File: config.mk
export PLATFORM = sky130hd
export DESIGN_NAME = sss_ctrl
export DESIGN_NICKNAME = d
export VERILOG_FILES = /design/src/design/sss_pkg.sv /design/src/design/sss_ctrl.sv
export SDC_FILE = /design/constraint.sdc
export NUM_CORES = 1
export LEC_CHECK = 0
export ABC_AREA = 1
export BUFFER_PORTS_ARGS = -buffer_cell sky130_fd_sc_hd__buf_2
export CORE_AREA = 3 3 184 186
export CTS_CLUSTER_DIAMETER = 40
export DETAILED_ROUTE_END_ITERATION = 8
export DIE_AREA = 0 0 187 189
export PLACE_DENSITY_LB_ADDON = 0.12
export SYNTH_ARGS = -nofsm -noshare
export SYNTH_HDL_FRONTEND = slang
export SYNTH_SLANG_ARGS = --single-unit
File: constraint.sdc
create_clock -name i_clk -period 4.1 [get_ports i_clk]
set_input_delay 0.82 -clock i_clk [delete_from_list [all_inputs] [get_ports i_clk]]
set_output_delay 0.82 -clock i_clk [all_outputs]
set_load 0.01 [all_outputs]
File: src/design/sss_pkg.sv
// ----------------------------------------------------------------------------
// sss_pkg: shared types and constants of the scoped symbol stack
// Widths, operation and status codes, and the structs moved between modules.
// ----------------------------------------------------------------------------
package sss_pkg;

    localparam int STACK_DEPTH = 256;
    localparam int KEY_WIDTH   = 16;
    localparam int VALUE_WIDTH = 64;

    localparam int IDX_W  = $clog2(STACK_DEPTH);
    localparam int CNT_W  = IDX_W + 1;
    localparam int LB_W   = 4;
    localparam int KIND_W = 3;
    localparam int STAT_W = 2;

    localparam logic [KIND_W-1:0] KIND_SET  = 3'd0;
    localparam logic [KIND_W-1:0] KIND_GET  = 3'd1;
    localparam logic [KIND_W-1:0] KIND_LGET = 3'd2;
    localparam logic [KIND_W-1:0] KIND_PUSH = 3'd3;
    localparam logic [KIND_W-1:0] KIND_POP  = 3'd4;

    localparam logic [STAT_W-1:0] STAT_OK        = 2'd0;
    localparam logic [STAT_W-1:0] STAT_NOT_FOUND = 2'd1;
    localparam logic [STAT_W-1:0] STAT_FULL      = 2'd2;

    typedef struct packed {
        logic [KIND_W-1:0]      kind;
        logic [KEY_WIDTH-1:0]   key_id;
        logic [VALUE_WIDTH-1:0] item_value;
        logic [CNT_W-1:0]       restore_level;
    } t_in;

    typedef struct packed {
        logic [STAT_W-1:0]      status;
        logic [VALUE_WIDTH-1:0] found_value;
        logic [IDX_W-1:0]       position;
    } t_out;

    // Search token walking down the row of cells, top entry first
    typedef struct packed {
        logic                   vld;
        logic [KIND_W-1:0]      kind;
        logic [KEY_WIDTH-1:0]   key;
        logic [VALUE_WIDTH-1:0] val;
        logic [LB_W-1:0]        lb;
        logic                   done;
        logic                   hit;
        logic [IDX_W-1:0]       pos;
    } t_tok;

    // Direct write into one entry (append or scope marker)
    typedef struct packed {
        logic                   en;
        logic                   key_only;
        logic [IDX_W-1:0]       idx;
        logic [KEY_WIDTH-1:0]   key;
        logic [VALUE_WIDTH-1:0] val;
    } t_wr;

endpackage

File: src/design/sss_ctrl.sv
// ----------------------------------------------------------------------------
// sss_ctrl: command control of the scoped symbol stack
// Takes commands, launches search tokens into the cell row, keeps the entry
// count and the lookback register, and registers one result per command.
// ----------------------------------------------------------------------------
module sss_ctrl (
    input  logic                          i_clk,
    input  logic                          i_rst_n,
    input  logic                          start,
    output logic                          busy,
    input  sss_pkg::t_in                  i_item,
    input  logic                          i_cfg_we,
    input  logic [sss_pkg::LB_W-1:0]      i_cfg_wdata,
    output sss_pkg::t_tok                 o_tok,
    input  sss_pkg::t_tok                 i_tok,
    output sss_pkg::t_wr                  o_wr,
    output logic [sss_pkg::CNT_W-1:0]     o_count,
    output logic                          o_strobe,
    output sss_pkg::t_out                 o_result
);

    localparam logic ST_IDLE = 1'b0;
    localparam logic ST_SCAN = 1'b1;

    logic                         r_state;
    logic                         n_state;
    logic [sss_pkg::CNT_W-1:0]    r_count;
    logic [sss_pkg::CNT_W-1:0]    n_count;
    logic [sss_pkg::LB_W-1:0]     r_lookback;
    logic                         r_strobe;
    logic                         n_strobe;
    sss_pkg::t_out                r_result;
    sss_pkg::t_out                n_result;
    logic                         w_accept;
    logic                         w_full;

    assign busy     = (r_state == ST_SCAN);
    assign w_accept = start && !busy;
    assign w_full   = r_count >= sss_pkg::CNT_W'(sss_pkg::STACK_DEPTH);

    always_comb begin
        o_tok.vld  = w_accept && (i_item.kind inside
                     {sss_pkg::KIND_SET, sss_pkg::KIND_GET, sss_pkg::KIND_LGET});
        o_tok.kind = i_item.kind;
        o_tok.key  = i_item.key_id;
        o_tok.val  = i_item.item_value;
        o_tok.lb   = r_lookback;
        o_tok.done = 1'b0;
        o_tok.hit  = 1'b0;
        o_tok.pos  = '0;
    end

    always_comb begin
        n_state  = r_state;
        n_count  = r_count;
        n_strobe = 1'b0;
        n_result = '0;
        o_wr     = '0;
        o_wr.idx = r_count[sss_pkg::IDX_W-1:0];
        o_wr.key = i_item.key_id;
        o_wr.val = i_item.item_value;
        if (r_state == ST_SCAN) begin
            if (i_tok.vld) begin
                n_state  = ST_IDLE;
                n_strobe = 1'b1;
                if (i_tok.kind == sss_pkg::KIND_SET) begin
                    if (i_tok.hit) begin
                        n_result.position = i_tok.pos;
                    end else if (w_full) begin
                        n_result.status = sss_pkg::STAT_FULL;
                    end else begin
                        // no match in the lookback window: append on top
                        o_wr.en           = 1'b1;
                        o_wr.key          = i_tok.key;
                        o_wr.val          = i_tok.val;
                        n_result.position = r_count[sss_pkg::IDX_W-1:0];
                        n_count           = r_count + 1'b1;
                    end
                end else if (i_tok.hit) begin
                    n_result.found_value = i_tok.val;
                    n_result.position    = i_tok.pos;
                end else begin
                    n_result.status = sss_pkg::STAT_NOT_FOUND;
                end
            end
        end else if (w_accept) begin
            case (i_item.kind)
                sss_pkg::KIND_SET, sss_pkg::KIND_GET, sss_pkg::KIND_LGET: begin
                    n_state = ST_SCAN;
                end
                sss_pkg::KIND_PUSH: begin
                    n_strobe = 1'b1;
                    if (w_full) begin
                        n_result.status = sss_pkg::STAT_FULL;
                    end else begin
                        o_wr.en           = 1'b1;
                        o_wr.key_only     = 1'b1;
                        o_wr.key          = '0;
                        n_result.position = r_count[sss_pkg::IDX_W-1:0];
                        n_count           = r_count + 1'b1;
                    end
                end
                sss_pkg::KIND_POP: begin
                    n_strobe = 1'b1;
                    if (i_item.restore_level > sss_pkg::CNT_W'(sss_pkg::STACK_DEPTH)) begin
                        n_count = sss_pkg::CNT_W'(sss_pkg::STACK_DEPTH);
                    end else begin
                        n_count = i_item.restore_level;
                    end
                end
                default: begin
                    n_strobe = 1'b1;
                end
            endcase
        end
    end

    always_ff @(posedge i_clk) begin
        if (!i_rst_n) begin
            r_state    <= ST_IDLE;
            r_count    <= sss_pkg::CNT_W'(1);
            r_lookback <= sss_pkg::LB_W'(4);
            r_strobe   <= 1'b0;
        end else begin
            r_state  <= n_state;
            r_count  <= n_count;
            r_strobe <= n_strobe;
            if (i_cfg_we) begin
                r_lookback <= i_cfg_wdata;
            end
        end
    end

    always_ff @(posedge i_clk) begin
        r_result <= n_result;
    end

    assign o_count  = r_count;
    assign o_strobe = r_strobe;
    assign o_result = r_result;

endmodule

# --- Yosys cells after proc, flatten, opt, wreduce, memory -nomap -nowiden ---
# Index checks and enable logic that the tools add are counted.
op_classes:
  multipliers: 0
  n_eq_ne: 7
  add_sub_neg: 1
  div: 0
  reduce_logical: 11
  muxes: 50
  order_cmp: 2
  n_bitwise: 3
  n_shift: 0
op_table:
  columns: ["op", "count"]
  rows:
  - ["2-to-1 mux 80 bit", 4]
  - ["2-to-1 mux 64 bit", 2]
  - ["2-to-1 mux 74 bit", 1]
  - ["2-to-1 mux 72 bit", 1]
  - ["2-to-1 mux 16 bit", 4]
  - ["2-to-1 mux 9 bit", 7]
  - ["2-to-1 mux 8 bit", 6]
  - ["2-to-1 mux 2 bit", 9]
  - ["one-hot mux 9 bit (2 select lines)", 1]
  - ["2-to-1 mux 1 bit", 15]
  - ["adder 9 x 1 -> 9 bit (second input constant)", 1]
  - ["greater-or-equal comparator 9 bit (second input constant)", 1]
  - ["> comparator 9 bit (second input constant)", 1]
  - ["equality test 3 x 2 -> 1 bit (second input constant)", 2]
  - ["zero test 3 bit", 2]
  - ["nonzero test 3 bit", 2]
  - ["AND reduction 5 bit", 1]
  - ["inequality test 2 bit (second input constant)", 2]
  - ["OR reduction 4 bit", 1]
  - ["equality test 3 x 1 -> 1 bit (second input constant)", 1]
  - ["equality test 3 bit (second input constant)", 1]
  - ["inverter 1 bit", 3]
  - ["OR reduction 3 bit", 1]
  - ["logical AND 1 bit", 2]
  - ["3 further kinds", 3]
word_totals:
  wordCells: 81
  n_memories: 0
  rom_bits: 0
  output_inout_bits: 273
  latch_bits: 0
  mem_bits_rw: 0
  ff_bits: 89

# --- Longest topological paths before layout ---
logic_depth:
  word_depth: 6
  depth_mapped: 10
  mapped_depth_nobuf: 10

# --- Worst setup path before layout ---
# No wires, ideal clock.
synth_path:
  path_type: "input to output"
  start: "in i_tok[95] (netlist name)"
  end: "out o_wr[69] (netlist name)"
  arrival_time_ns: 1.794
  slack_ns: 1.486
  path_stages: 8
  path_buffers: 1
  path_cell_list: "nor2_1 > nand3_1 > inv_2 > nand2_2 > nor2_8 > buf_6 > nor2_1 > nor3_1"
synth_lines:
  columns: ["element", "line", "source"]
  rows:
  - ["start: declaration", "sss_ctrl.sv:15", "input sss_pkg::t_tok i_tok,"]
  - ["end: declaration", "sss_ctrl.sv:16", "output sss_pkg::t_wr o_wr,"]

==> out/results.txt <==
outcome: finished, final reports clean
Cell Chain, Critical Path: buf_2 -> nor2_1 -> nand2_1 -> nor4_4 -> buf_12 -> nand2_1 -> o21ai_1 -> inv_2 -> buf_2
Post-synth EDFFs: 0
Post-Synth Simple-Gate Area: 23.7%
CTS Root Cell: clkbuf_16
Sink Count: 89
minimum clock period: 3.16 ns
Max VDD drop: 0.200 mV
Hold Vio Cnt, Final: 0
crit end category: primary output
Synth top area share: 35.7%
kind of critical path: in2out
First-pass DRT Iterations: 4
DP HPWL: 18.0 mm
clock-pin slew on the worst setup and hold paths: 0.07 ns
Layout Skew: 0.00981 ns
vias in the first global route: 5448
CTS Buf Count: 9
switching share of power: 31.1%
Final #Nets: 1321
max-slew violation count: 0
I/O pin cnt: 471
CP Launch Point: i_tok[95]
XOR/XNOR share of the synthesized area: 0%
Slew @ Worst Pin: 0.692 ns
Mapped Area: 0.00499 mm²
Leak: 0.00424 µW
largest area contributor in the netlist: dfxtp_1
CTS tree: built
post-synthesis mux area share: 0%
Synth Flop Type: dfxtp_1
Clock Latency Late Sink: 0.36 ns
fin cells: 1567
DIE AREA: 0.0353 mm²
FP Rows: 66
DP Cell Count: 1551
clock buffer depth: 2
final setup violating endpoints: 0
Adder-Cell Fraction of Synth Area: 0.752%
Yosys warnings: 0
Setup crit end: o_wr[26]
initial antenna violation count: 0
Crit-path slowest cell: nor4_4
synth-to-layout area growth: 46.4%
Vias: 5616
postcts setup bufs: 0
H-Tree Depth: 3
first-pass GRT wire length: 32.2 mm
sequential share of power: 41.1%
RSZ-0062 raised after global routing: false
worst-case reg-to-reg path depth: 5
R2R setup slack: 1.97 ns
most numerous cell in the Yosys netlist: nor2_1
asr flop ratio synth: 0%
Total Neg Setup Slack: 0 ns
top cells by instance count after synthesis: nor2_1, nand2_1, inv_1
cell count after synthesis: 766
layout cells sized above 1: 47.0%
n_diodes: 0
Req. time, crit path: 3.28 ns
worst reg2reg endpoint: o_result[13]
Synth area leaders: dfxtp_1, buf_4, nor2_1
worst slack at placement: 0.892 ns
CTS hold repair buffers: 0
Synth Area in Compound Gates: 9.49%
DRC violations left: 0
post_cts resized: 0
routed len/inst: 14.0 µm
filler instances: 3822
grt ovf: 0
CP Data Arrival Time: 2.34 ns
largest net degree at the start of global routing: 68
routability cong.: 0.759
FF+latch area: 0.00178 mm²
worst setup margin: 0.939 ns
Core Box Area: 0.0325 mm²
overall power: 2150 µW
Vias/cell: 3.58
combinational cell fraction of total power: 18.8%
Avg Synthesized Cell Area: 6.52 µm²
main combinational cell family by area after synthesis: buffers and inverters
headroom to the max-slew limit: 53.7%
Final Cycle Share: 77.1%
initial cell density of the core: 15.4%
Port-buffer cells: 455
hold_ws: 0.471 ns
Horiz. Die Dim: 187 µm
Critical Path Source Type: input port
Total Wirelength: 21.9 mm
Max Cap Viol: 0
Initial DRC Count: 141
post-synth cell types: 23
post-synthesis sequential area ratio: 35.7%
Total GRT Usage: 11.8%
FMAX: 316 MHz
P_int: 1480 µW
antenna viol nets, final: 0
Critical R2R Launch: busy
Psw: 669 µW
die height: 189 µm
worst stage delay on the critical path: 0.31 ns
worst-path fanout max: 67
synthesized flop and latch total: 89
Min-Delay Path Class: reg2reg
Multi-input gate area: 0.00174 mm²
clock share of power: 40.0%
Power Density: 294 mW/mm²
==> cell families (layout without fill, tap and decap cells) <==
kind of cell	count (synthesis)	after routing
simple gates	293	293
buf+inv	286	636
compound gates	94	94
flops	89	89
fa+ha+maj	3	3
other cells	1	10
==> stage by stage <==
step | area (µm²) | util [%]
floorplan | 5030 | -
global placement | 7020 | 21.6
detailed placement | 7020 | 21.6
CTS | 7310 | 22.5
global route | 7310 | 22.5
finish | 7310 | 22.5
==> cell type report <==
cell class,count,share of cell area [%]
clock buffers,9,3.08
multi-input cells,400,23.8
well taps,442,7.56
flip-flops and latches,89,24.4
inverters,159,8.16
clock inverters,7,0.924
repair buffers,461,32.1
==> worst min-delay path by stage <==
stage                   from       endpoint  slack (ns)  cells past startpoint
3_5_place_dp   r_lookback[2]  r_lookback[2]        0.45                      2
3_3_place_gp   r_lookback[2]  r_lookback[2]        0.44                      2
5_1_grt        r_lookback[2]  r_lookback[2]        0.49                      2
4_1_cts        r_lookback[2]  r_lookback[2]        0.48                      2
2_1_floorplan  r_lookback[2]  r_lookback[2]        0.49                      2
6_report       r_lookback[2]  r_lookback[2]        0.47                      2
==> worst max-delay path: cells and delay by family <==
kind / cells / cell delay, ns
AOI/OAI and AO/OA: 1 / 0.13
buffers and inverters: 4 / 0.56
and+or+nand+nor: 4 / 0.77
==> registers in the layout, indices dropped and copies added, names as in the netlist <==
signal      count
busy            1
r_lookback      4
o_count         9
o_strobe        1
o_result       74
==> cell usage in the layout (no fill, tap or decap), drive strengths merged <==
cell      count
a22o          1
inv         164
dfxtp        89
nand4         1
buf         461
nor2        129
nor4          1
conb         10
a21oi        10
nand2       126
clkbuf        9
clkinv        1
clkinvlp      1
nor3         18
nand3        18
ha            3
o21ai        83
==> per-layer routing <==
metal | part of all wire [%] | wire (µm) | track usage (%)
met1 | 40 | 8790 | 13.3
met2 | 52 | 11400 | 22.1
met3 | 6.7 | 1480 | 3.50
met4 | 0.94 | 206 | 2.56
met5 | 0 | 0 | 0
==> power groups by stage <==
| stage | Combinational [µW] | Sequential, µW | Clock (µW) |
|---|---|---|---|
| floorplan | 229 | 911 | 0 |
| global placement | 415 | 906 | 0 |
| detailed placement | 412 | 906 | 0 |
| CTS | 414 | 886 | 924 |
| global route | 452 | 887 | 946 |
| finish | 405 | 885 | 862 |
(Power assumes the default switching activity.)
