File: config.mk
export PLATFORM = sky130hd
export DESIGN_NAME = sss_cell
export DESIGN_NICKNAME = d
export VERILOG_FILES = /design/src/design/sss_pkg.sv /design/src/design/sss_cell.sv
export SDC_FILE = /design/constraint.sdc
export NUM_CORES = 1
export LEC_CHECK = 0
export ABC_AREA = 0
export BUFFER_PORTS_ARGS = -buffer_cell sky130_fd_sc_hd__buf_2
export CAP_MARGIN = 40
export CORE_MARGIN = 8
export CORE_UTILIZATION = 35
export DETAILED_ROUTE_END_ITERATION = 8
export MAX_ROUTING_LAYER = met4
export SYNTH_ARGS = -nofsm -noshare
export SYNTH_HDL_FRONTEND = slang
export SYNTH_SLANG_ARGS = --single-unit
File: constraint.sdc
create_clock -name i_clk -period 10 [get_ports i_clk]
set_clock_uncertainty 0.2 [all_clocks]
set_input_delay 0.5 -clock i_clk [delete_from_list [all_inputs] [get_ports i_clk]]
set_output_delay 0.5 -clock i_clk [all_outputs]
set_load 0.005 [all_outputs]
File: src/design/sss_pkg.sv
// ----------------------------------------------------------------------------
// sss_pkg: shared types and constants of the scoped symbol stack
// Widths, operation and status codes, and the structs moved between modules.
// ----------------------------------------------------------------------------
package sss_pkg;

    localparam int STACK_DEPTH = 256;
    localparam int KEY_WIDTH   = 16;
    localparam int VALUE_WIDTH = 64;

    localparam int IDX_W  = $clog2(STACK_DEPTH);
    localparam int CNT_W  = IDX_W + 1;
    localparam int LB_W   = 4;
    localparam int KIND_W = 3;
    localparam int STAT_W = 2;

    localparam logic [KIND_W-1:0] KIND_SET  = 3'd0;
    localparam logic [KIND_W-1:0] KIND_GET  = 3'd1;
    localparam logic [KIND_W-1:0] KIND_LGET = 3'd2;
    localparam logic [KIND_W-1:0] KIND_PUSH = 3'd3;
    localparam logic [KIND_W-1:0] KIND_POP  = 3'd4;

    localparam logic [STAT_W-1:0] STAT_OK        = 2'd0;
    localparam logic [STAT_W-1:0] STAT_NOT_FOUND = 2'd1;
    localparam logic [STAT_W-1:0] STAT_FULL      = 2'd2;

    typedef struct packed {
        logic [KIND_W-1:0]      kind;
        logic [KEY_WIDTH-1:0]   key_id;
        logic [VALUE_WIDTH-1:0] item_value;
        logic [CNT_W-1:0]       restore_level;
    } t_in;

    typedef struct packed {
        logic [STAT_W-1:0]      status;
        logic [VALUE_WIDTH-1:0] found_value;
        logic [IDX_W-1:0]       position;
    } t_out;

    // Search token walking down the row of cells, top entry first
    typedef struct packed {
        logic                   vld;
        logic [KIND_W-1:0]      kind;
        logic [KEY_WIDTH-1:0]   key;
        logic [VALUE_WIDTH-1:0] val;
        logic [LB_W-1:0]        lb;
        logic                   done;
        logic                   hit;
        logic [IDX_W-1:0]       pos;
    } t_tok;

    // Direct write into one entry (append or scope marker)
    typedef struct packed {
        logic                   en;
        logic                   key_only;
        logic [IDX_W-1:0]       idx;
        logic [KEY_WIDTH-1:0]   key;
        logic [VALUE_WIDTH-1:0] val;
    } t_wr;

endpackage

File: src/design/sss_cell.sv
// ----------------------------------------------------------------------------
// sss_cell: one stack entry of the scoped symbol stack
// Holds a key and a value, tests the passing search token against them and
// hands the token on to the entry below.
// ----------------------------------------------------------------------------
module sss_cell (
    input  logic                             i_clk,
    input  logic                             i_rst_n,
    input  logic [sss_pkg::IDX_W-1:0]        i_index,
    input  logic [sss_pkg::CNT_W-1:0]        i_count,
    input  sss_pkg::t_wr                     i_wr,
    input  sss_pkg::t_tok                    i_tok,
    output sss_pkg::t_tok                    o_tok
);

    logic [sss_pkg::KEY_WIDTH-1:0]   r_key;
    logic [sss_pkg::VALUE_WIDTH-1:0] r_val;
    sss_pkg::t_tok                   r_tok;
    sss_pkg::t_tok                   n_tok;
    logic                            w_live;
    logic                            w_set_hit;
    logic                            w_wr_sel;

    assign w_live   = {1'b0, i_index} < i_count;
    assign w_wr_sel = i_wr.en && (i_wr.idx == i_index);

    always_comb begin
        n_tok     = i_tok;
        w_set_hit = 1'b0;
        if (i_tok.vld && !i_tok.done && w_live) begin
            case (i_tok.kind)
                sss_pkg::KIND_SET: begin
                    if (i_tok.lb != '0) begin
                        if (r_key == '0) begin
                            // marker ends the lookback: append later
                            n_tok.done = 1'b1;
                        end else if (r_key == i_tok.key) begin
                            n_tok.done = 1'b1;
                            n_tok.hit  = 1'b1;
                            n_tok.pos  = i_index;
                            w_set_hit  = 1'b1;
                        end else begin
                            n_tok.lb = i_tok.lb - 1'b1;
                        end
                    end
                end
                sss_pkg::KIND_GET, sss_pkg::KIND_LGET: begin
                    if (r_key == '0) begin
                        if (i_tok.kind == sss_pkg::KIND_LGET) begin
                            n_tok.done = 1'b1;
                        end
                    end else if (r_key == i_tok.key) begin
                        n_tok.done = 1'b1;
                        n_tok.hit  = 1'b1;
                        n_tok.pos  = i_index;
                        n_tok.val  = r_val;
                    end
                end
                default: begin
                end
            endcase
        end
    end

    always_ff @(posedge i_clk) begin
        if (!i_rst_n) begin
            r_tok <= '0;
            r_key <= '0;
        end else begin
            r_tok <= n_tok;
            if (w_wr_sel) begin
                r_key <= i_wr.key;
            end
        end
    end

    always_ff @(posedge i_clk) begin
        if (w_wr_sel && !i_wr.key_only) begin
            r_val <= i_wr.val;
        end else if (w_set_hit) begin
            r_val <= i_tok.val;
        end
    end

    assign o_tok = r_tok;

endmodule

After elaboration in Yosys (flattened, before gate mapping)
Index checks and enable logic that the tools add are counted.
- RAM bits: 0
- register bits after elaboration: 178
- memories: 0
- ROM bits: 0
- latch bits: 0
- divide/modulo/power cells: 0
- order comparisons: 1
- multiplexer cells: 21
- reduce and logical (&&, ||, !) cells: 11
- shift operators: 0
- eq/ne operators: 4
- $add $sub $neg: 1
- bitwise logic cells: 0
- multipliers: 0
- operator list (cell ; number):
    2-to-1 mux 64 bit ; 5
    2-to-1 mux 78 bit ; 1
    case mux 10 bit (2 select lines) ; 1
    == test 16 bit ; 1
    zero test 16 bit ; 1
    2-to-1 mux 14 bit ; 1
    2-to-1 mux 4 bit ; 3
    2-to-1 mux 10 bit ; 1
    < comparator 8 x 9 -> 1 bit ; 1
    2-to-1 mux 9 bit ; 1
    == test 8 bit ; 1
    2-to-1 mux 1 bit ; 8
    logical AND 1 bit ; 4
    nonzero test 4 bit ; 1
    subtractor 4 x 1 -> 4 bit, second input constant ; 1
    == test 3 x 1 -> 1 bit, second input constant ; 1
    == test 3 x 2 -> 1 bit, second input constant ; 1
    zero test 3 bit ; 1
    zero test 1 bit ; 2
    nonzero test 2 bit ; 1
    OR reduction 2 bit ; 1

Depth between registers and ports, before layout
Gate-level depths: netlist of run 1.
- depth after elaboration: 8
- mapped depth: 11

Worst setup path before layout of run 1
No wires, ideal clock.
- path kind: input to register
- start: input i_count[3] (netlist bit)
- end: register r_val[0] (netlist bit) (enable)
- path buffers: 0
- setup time: 0.581 ns
- required time: 9.219 ns
- cell stages on the path: 7
- data arrival time: 6.278 ns
- slack: 2.941 ns
- cells stage by stage: inv_1 ha_1 nor4_1 o21ai_1 a31oi_1 nand2_1 o31ai_1
- word-level cells in the longest chain between the ends: 4
- ends and longest elaborated chain (what ; line ; text):
    from (decl) ; sss_cell.sv:10 ; input logic [sss_pkg::CNT_W-1:0] i_count,
    < comparator 8 x 9 -> 1 bit ; sss_cell.sv:24 ; assign w_live = {1'b0, i_index} < i_count;
    logical AND 1 bit ; sss_cell.sv:30 ; if (i_tok.vld && !i_tok.done && w_live) begin
    2-to-1 mux 1 bit ; sss_cell.sv:30 ;
    nonzero test 2 bit (no line) ; n/a ;
    to (signal assigned) ; sss_cell.sv:79 ; r_val <= i_wr.val;
    to (signal assigned) ; sss_cell.sv:81 ; r_val <= i_tok.val;
    to (decl) ; sss_cell.sv:17 ; logic [sss_pkg::VALUE_WIDTH-1:0] r_val;
No other way between the ends.
A chain may end at the register's enable or synchronous reset.

Worst setup path in the final report of run 1
- start: register r_key[10] (netlist bit)
- end: register r_tok (netlist bit o_tok[60])
- word-level cells in the longest chain between the ends: 5
- ends and longest elaborated chain (what ; line ; text):
    from (decl) ; sss_cell.sv:16 ; logic [sss_pkg::KEY_WIDTH-1:0] r_key;
    from (signal assigned) ; sss_cell.sv:72 ; r_key <= i_wr.key;
    == test 16 bit ; sss_cell.sv:52 ; end else if (r_key == i_tok.key) begin
    2-to-1 mux 64 bit ; sss_cell.sv:52 ;
    2-to-1 mux 64 bit (*) ; sss_cell.sv:48 ; if (r_key == '0) begin
    2-to-1 mux 64 bit (*) ; sss_cell.sv:31 ; case (i_tok.kind)
    2-to-1 mux 78 bit (*) ; sss_cell.sv:30 ;
    to (signal assigned) ; sss_cell.sv:70 ; r_tok <= n_tok;
    to (decl) ; sss_cell.sv:18 ; sss_pkg::t_tok r_tok;
Mark *: on every way between the ends. The rest lies on a longest branch, timed or not.

==> summary.md, run 1 <==
| Metric | Value |
|---|---|
| Vias | slightly below 6,000 |
| Setup TNS | 0 ns |
| Synth Area per Inst | around 11 µm² |
| Final setup vio count | 0 |
| DRC violations left | 0 |
| CP max stage delay | between 0.5 and 0.6 ns |
| Initial core utilization | 0.352 |
| Most common cell in the netlist | dfxtp_1 |
| Slowest-stage cell, CP | buf_4 |
| Vias in the first global route | between 5,000 and 6,000 |
| Clk buf depth | 2 |
| Max-slew violations | 0 |
| Minimum clock period after layout | 2.96 ns |
| Post-synth EDFFs | 64 |
| Relative max-transition margin | 0.447 |
| Clock transition at path regs | around 0.08 ns |
| Max Cap Viol | 0 |
| GPL Wtd Cong | between 0.8 and 0.9 |
| Mapped Area | between 7000 and 8000 µm² |
| Worst-Skew Late Latency | roughly 0.42 ns |
| Final Non-Filler Cells | 1,238 |
| Die ar. | between 20,000 and 30,000 µm² |
| CP Cell Sequence | nor4_1 > nand4_1 > nand4b_1 > buf_4 > buf_4 > nand3_1 > o21ai_1 |
| Root buffer cell | clkbuf_16 |
| Cells after DPL | 1,204 |
| Number of top-level pins | between 300 and 400 |
| Global Route Usage Sum | 0.165 |
| LEAKAGE | between 4 and 5 nW |
| Post-DP HPWL | 16,200 µm |
| Commonest cells post-synth | 114 x dfxtp_1, 77 x nand2_1, 74 x nand3_1 |
| Cell Rows | 53 |
| Register-to-Register Path Depth | 7 |
| Antenna viol nets, final | 0 |
| CP max FO | 65 |
| Post-DR vias/cell | ~4.7 |
| Post CTS Setup Buffer Count | 0 |
| Final hold vios | 0 |
| Tcrit/Tclk final | 0.296 |
| Synth warnings | 0 |
| Hold_buf cts | 0 |
| Synth Flop Type | dfxtp_1 |
| Hold Crit Start | i_tok[6] |
| RSZ-0062 raised after global routing | false |
| FILL cells | roughly 2,000 |
| Worst setup EP type | flip-flop |
| FF-to-FF End | o_tok[60] |
| R2r setup slk | around 7 ns |
| Required @ worst endpoint | between 10 and 15 ns |
| Final nets | approximately 1,200 |
| WP data arrival | 3.11 ns |
| Flops & latches, synth | roughly 180 |
| Status | finished clean |
| Netlist cell types | 47 |
| PortBufs | 304 |
| CTS Sinks | 178 |
| CTS buffer count | 17 |
| Wire per inst | around 17 µm |
| Synth Net Count | between 800 and 900 |
| Area share of the largest cell type after synthesis | 0.312 |
| Die width | 161 µm |
| Initial antenna violation count | 2 |
| Maximum vdd drop | between 0.09 and 0.1 mV |
| Core footprint | approximately 21,000 µm² |
| Drt initial violations | 281 |
| Worst Max-Slew Pin Slew | ~0.83 ns |
| Setup Crit Path Kind | reg -> reg |
| Htree depth | 4 |
| Crit-path most repeated cell | buf_4 |
| First-pass GRT wire length | around 33,000 µm |
| Area leader, netlist | dfxtp_1 |
| Max Clk Rate | around 340 MHz |
| Detailed Route WL | roughly 21,000 µm |
| Hold Path Class | in -> reg |
| Register area share after synthesis | 0.575 |
| Syn Inst Count | about 660 |
| Area Overhead vs Synth | 32.2% |
| Fraction of layout cells with a size suffix above 1 | 0.438 |
| Grt ovf | 0 |
| FFs w/ async S/R, synth | 0 |
| Cts repair resizes | 0 |
| Worst reg2reg startpoint | r_key[10] |
| Top cells by area, synth | dfxtp_1 31%, edfxtp_1 26%, mux2_2 9.1% |
| First-pass iteration count of the detailed router | 4 |
| Pwr per Cell Area | about 160 nW/µm² |
| Die height | around 160 µm |
| Hold EP | o_tok[6] |
| Hold Path Depth | 3 |
| CTS tree | done |
| CP Launch Type | flip-flop |
| Largest net degree at the start of global routing | about 90 |
## report_power, final
group / switching, W / total [W] / internal (W)
clock: 0.000320 / 0.000656 / 0.000336
combinational: 0.0000708 / 0.000144 / 0.0000729
sequential: 0.00000567 / 0.000776 / 0.000770
total: 0.000396 / 0.00158 / 0.00118
## layout by cell type, fill, tap and decap left out, types with 8 or more instances in the layout
master / n
buf_4: 8
buf_2: 303
xor2_1: 16
nor2_1: 19
o21ai_1: 21
clkbuf_16: 17
o21ai_2: 8
and2_1: 20
o21ai_0: 47
inv_1: 15
nand3_1: 74
mux2_2: 59
edfxtp_1: 64
ha_1: 8
xnor2_1: 9
mux2i_1: 16
nand2_1: 77
dfxtp_1: 114
## per-layer routing
metal  share of wire  track usage  routed length, µm  vias up
li1                -            -                  -     2916
met1            0.43        0.191               9160     2636
met2            0.48        0.266              10100      193
met3           0.079       0.0642               1680       17
met4           0.012       0.0395                251        0
met5               0            -                  0        -
## worst max path at each step
stage,startpoint,to,slack [ns],cells after the start
floorplan,i_count[3],r_val[0],2.94,7
finish,r_key[10],o_tok[60],7.04,7
global route,r_key[10],o_tok[42],6.73,7
detailed placement,i_index[4],r_val[15],6.80,8
CTS,r_key[10],o_tok[60],6.99,7
global placement,i_index[4],r_val[24],6.84,8
## critical path: cells and delay by family, from the launching register on
family | cells | cell delay, ns
AOI/OAI and AO/OA | 1 | 0.12
buffers and inverters | 2 | 1.06
DFF | 1 | 0.33
and+or+nand+nor | 4 | 1.10
## registers in the layout, summed over array words and instances (netlist names)
name / flops
o_tok: 98
r_val: 64
r_key: 16
## through the flow
stage          hold slack, ns  worst slack (ns)  cell area [µm²]  power, W   util
2_1_floorplan           0.265              2.94             7310  0.000853      -
3_3_place_gp            0.272              6.84             9040  0.000936  0.436
5_1_grt                0.0777              6.73             9660   0.00164  0.466
3_5_place_dp            0.280              6.80             9070  0.000938  0.437
4_1_cts                0.0672              6.99             9660   0.00160  0.465
6_report               0.0892              7.04             9660   0.00158  0.466
## cells by family after synthesis
family	after synthesis	synth area share
and+or+nand+nor	221	0.154
DFF	178	0.575
AOI/OAI and AO/OA	90	0.0709
muxes	80	0.120
buffers and inverters	59	0.0358
xor gates and xnor gates	25	0.0300
adders and majority gates	8	0.0137
## area by class of cell
class	instances	area [µm²]	share of cell area
clock buffer	17	425	0.0440
timing repair buffer	312	1600	0.166
sequential	178	4200	0.435
clock inverter	15	166	0.0172
inverter	15	56.3	0.00583
multi-input combinational	424	2860	0.296
tap	275	344	0.0356
antenna	2	5.00	0.000518
(Power assumes the default switching activity.)
==> inputs of run 2 (changes only) <==
Clock period 10 ns to 2.5 ns, I/O delays scaled along.
==> summary.md, run 2 (synthesized netlist as in run 1, its figures left out) <==
| Metric | Value |
|---|---|
| Pwr per Cell Area | ~550 nW/µm² |
| Hold EP | o_tok[9] |
| Cells after DPL | 1,220 |
| Vias in the first global route | roughly 7,200 |
| Antenna viol nets, final | 0 |
| Hold Path Class | in -> reg |
| Max Cap Viol | 0 |
| Largest net degree at the start of global routing | 169 |
| Wire length on met2 | 11,600 µm |
| Final setup vio count | 0 |
| Clk buf depth | 2 |
| Uppermost routed layer | met4 |
| CTS Sinks | approximately 180 |
| Cell Rows | 53 |
| Worst-Skew Late Latency | around 0.42 ns |
| Root buffer cell | clkbuf_16 |
| Final core utilization | 0.575 |
| GPL Wtd Cong | slightly above 0.8 |
| Minimum clock period after layout | approximately 2.4 ns |
| Setup Crit Path Kind | in -> reg |
| CP Launch Type | primary input |
| Global Route Usage Sum | 0.190 |
| Post-DP HPWL | 16,200 µm |
| Final hold vios | 0 |
| CP max FO | 10 |
| Fin Hold WS | approximately 0.16 ns |
| Final nets | ~1,400 |
| Fraction of layout cells with a size suffix above 1 | 0.384 |
| Required @ worst endpoint | ~2.6 ns |
| Vias | about 6,700 |
| Detailed Route WL | roughly 24,000 µm |
| DRC violations left | 0 |
| Number of top-level pins | a little over 300 |
| Tcrit/Tclk final | 0.959 |
| Register-to-Register Path Depth | 7 |
| Worst Max-Slew Pin Slew | ~0.90 ns |
| Die ar. | between 20,000 and 30,000 µm² |
| First-pass GRT wire length | slightly below 40,000 µm |
| First-pass iteration count of the detailed router | 5 |
| Maximum vdd drop | approximately 0.42 mV |
| Commonest non-fill, non-tap cell in the layout | buf_2 |
| PortBufs | a little over 300 |
| Hold Path Depth | 6 |
| Hold Crit Start | i_count[8] |
| CTS buffer count | 17 |
| CTS tree | done |
| WL met3 | 1620 µm |
| Area Overhead vs Synth | 63.2% |
| Commonest cells after routing, fill and taps aside | 303 x buf_2, 197 x dlygate4sd3_1, 114 x dfxtp_1 |
| Clock transition at path regs | ~0.070 ns |
| Drt initial violations | 336 |
| R2r setup slk | approximately 0.14 ns |
| Status | finished clean |
| Max-slew violations | 0 |
| DRT met1 WL | about 10,000 µm |
| FF-to-FF End | o_tok[5] |
| Max reg flops | 98 |
| Max Clk Rate | 417 MHz |
| RSZ-0062 raised after global routing | false |
| Setup TNS | 0 ns |
| Die height | ~160 µm |
| Relative max-transition margin | 0.398 |
| LEAKAGE | roughly 5.2 nW |
| Htree depth | 4 |
| Wire per inst | between 15 and 20 µm |
| Final Non-Filler Cells | 1,457 |
| Grt ovf | 0 |
| Die width | approximately 160 µm |
| Core footprint | ~21,000 µm² |
| FILL cells | 1,683 |
| Post-DR vias/cell | between 4 and 5 |
| Initial antenna violation count | 2 |
| Initial core utilization | 0.352 |
| Worst reg2reg startpoint | r_key[8] |
| Worst setup EP type | flip-flop |
| WP data arrival | about 2.5 ns |
run 2: report_power, final:
part / leakage (nW) / switching [W] / total (W) / internal, W
Combinational: 3.39 / 0.000342 / 0.000839 / 0.000496
Sequential: 1.52 / 0.0000251 / 0.00311 / 0.00308
Clock: 0.277 / 0.00121 / 0.00256 / 0.00135
Total: 5.19 / 0.00158 / 0.00651 / 0.00493
run 2: final cells by class:
cell class | count | area, µm² | share of cell area
clock inverters | 14 | 140 | 0.0117
diodes | 2 | 5.00 | 0.000420
multi-input cells | 424 | 2910 | 0.244
flip-flops and latches | 178 | 4200 | 0.352
well taps | 275 | 344 | 0.0288
repair buffers | 531 | 3810 | 0.320
inverters | 15 | 71.3 | 0.00598
clock buffers | 18 | 439 | 0.0368
run 2: critical path, stage by stage:
cell and delay, ns:
dlygate4sd3_1 0.55, buf_2 0.14, xor2_1 0.14, nor4_2 0.34, nand4_2 0.27, or4b_4 0.56
buf_4 0.20, nand3_1 0.10, o21ai_2 0.07
run 2: worst max-delay path by stage:
stage	startpoint	end	slack, ns	depth (start not counted)
global route	i_index[3]	r_val[51]	0.001	7
floorplan	i_count[4]	r_val[0]	-0.85	7
finish	i_tok[86]	o_tok[5]	0.10	9
global placement	i_count[4]	r_val[38]	0.05	10
CTS	r_key[8]	o_tok[2]	0.07	7
detailed placement	i_count[4]	r_val[27]	0.03	10
run 2: repair_timing:
action | CTS | global route
hold buffers | 197 | 0
buffers inserted | 0 | 5
endpoints found under the hold margin | 178 | 0
endpoints found under the setup margin | 0 | 25
gates resized for setup | 0 | 4
run 2: through the flow:
stage | setup WS (ns) | cell area (µm²) | total power, W
5_1_grt | 0.00141 | 11900 | 0.00680
3_5_place_dp | 0.0349 | 9310 | 0.00377
4_1_cts | 0.0700 | 11900 | 0.00658
2_1_floorplan | -0.849 | 7390 | 0.00342
3_3_place_gp | 0.0541 | 9310 | 0.00376
6_report | 0.102 | 11900 | 0.00651
run 2: routing by layer:
layer  GRT usage  vias to the layer above
met5           -                        -
li1            -                     3351
met2       0.312                      267
met1       0.217                     3015
met4      0.0735                        0
met3      0.0555                       52
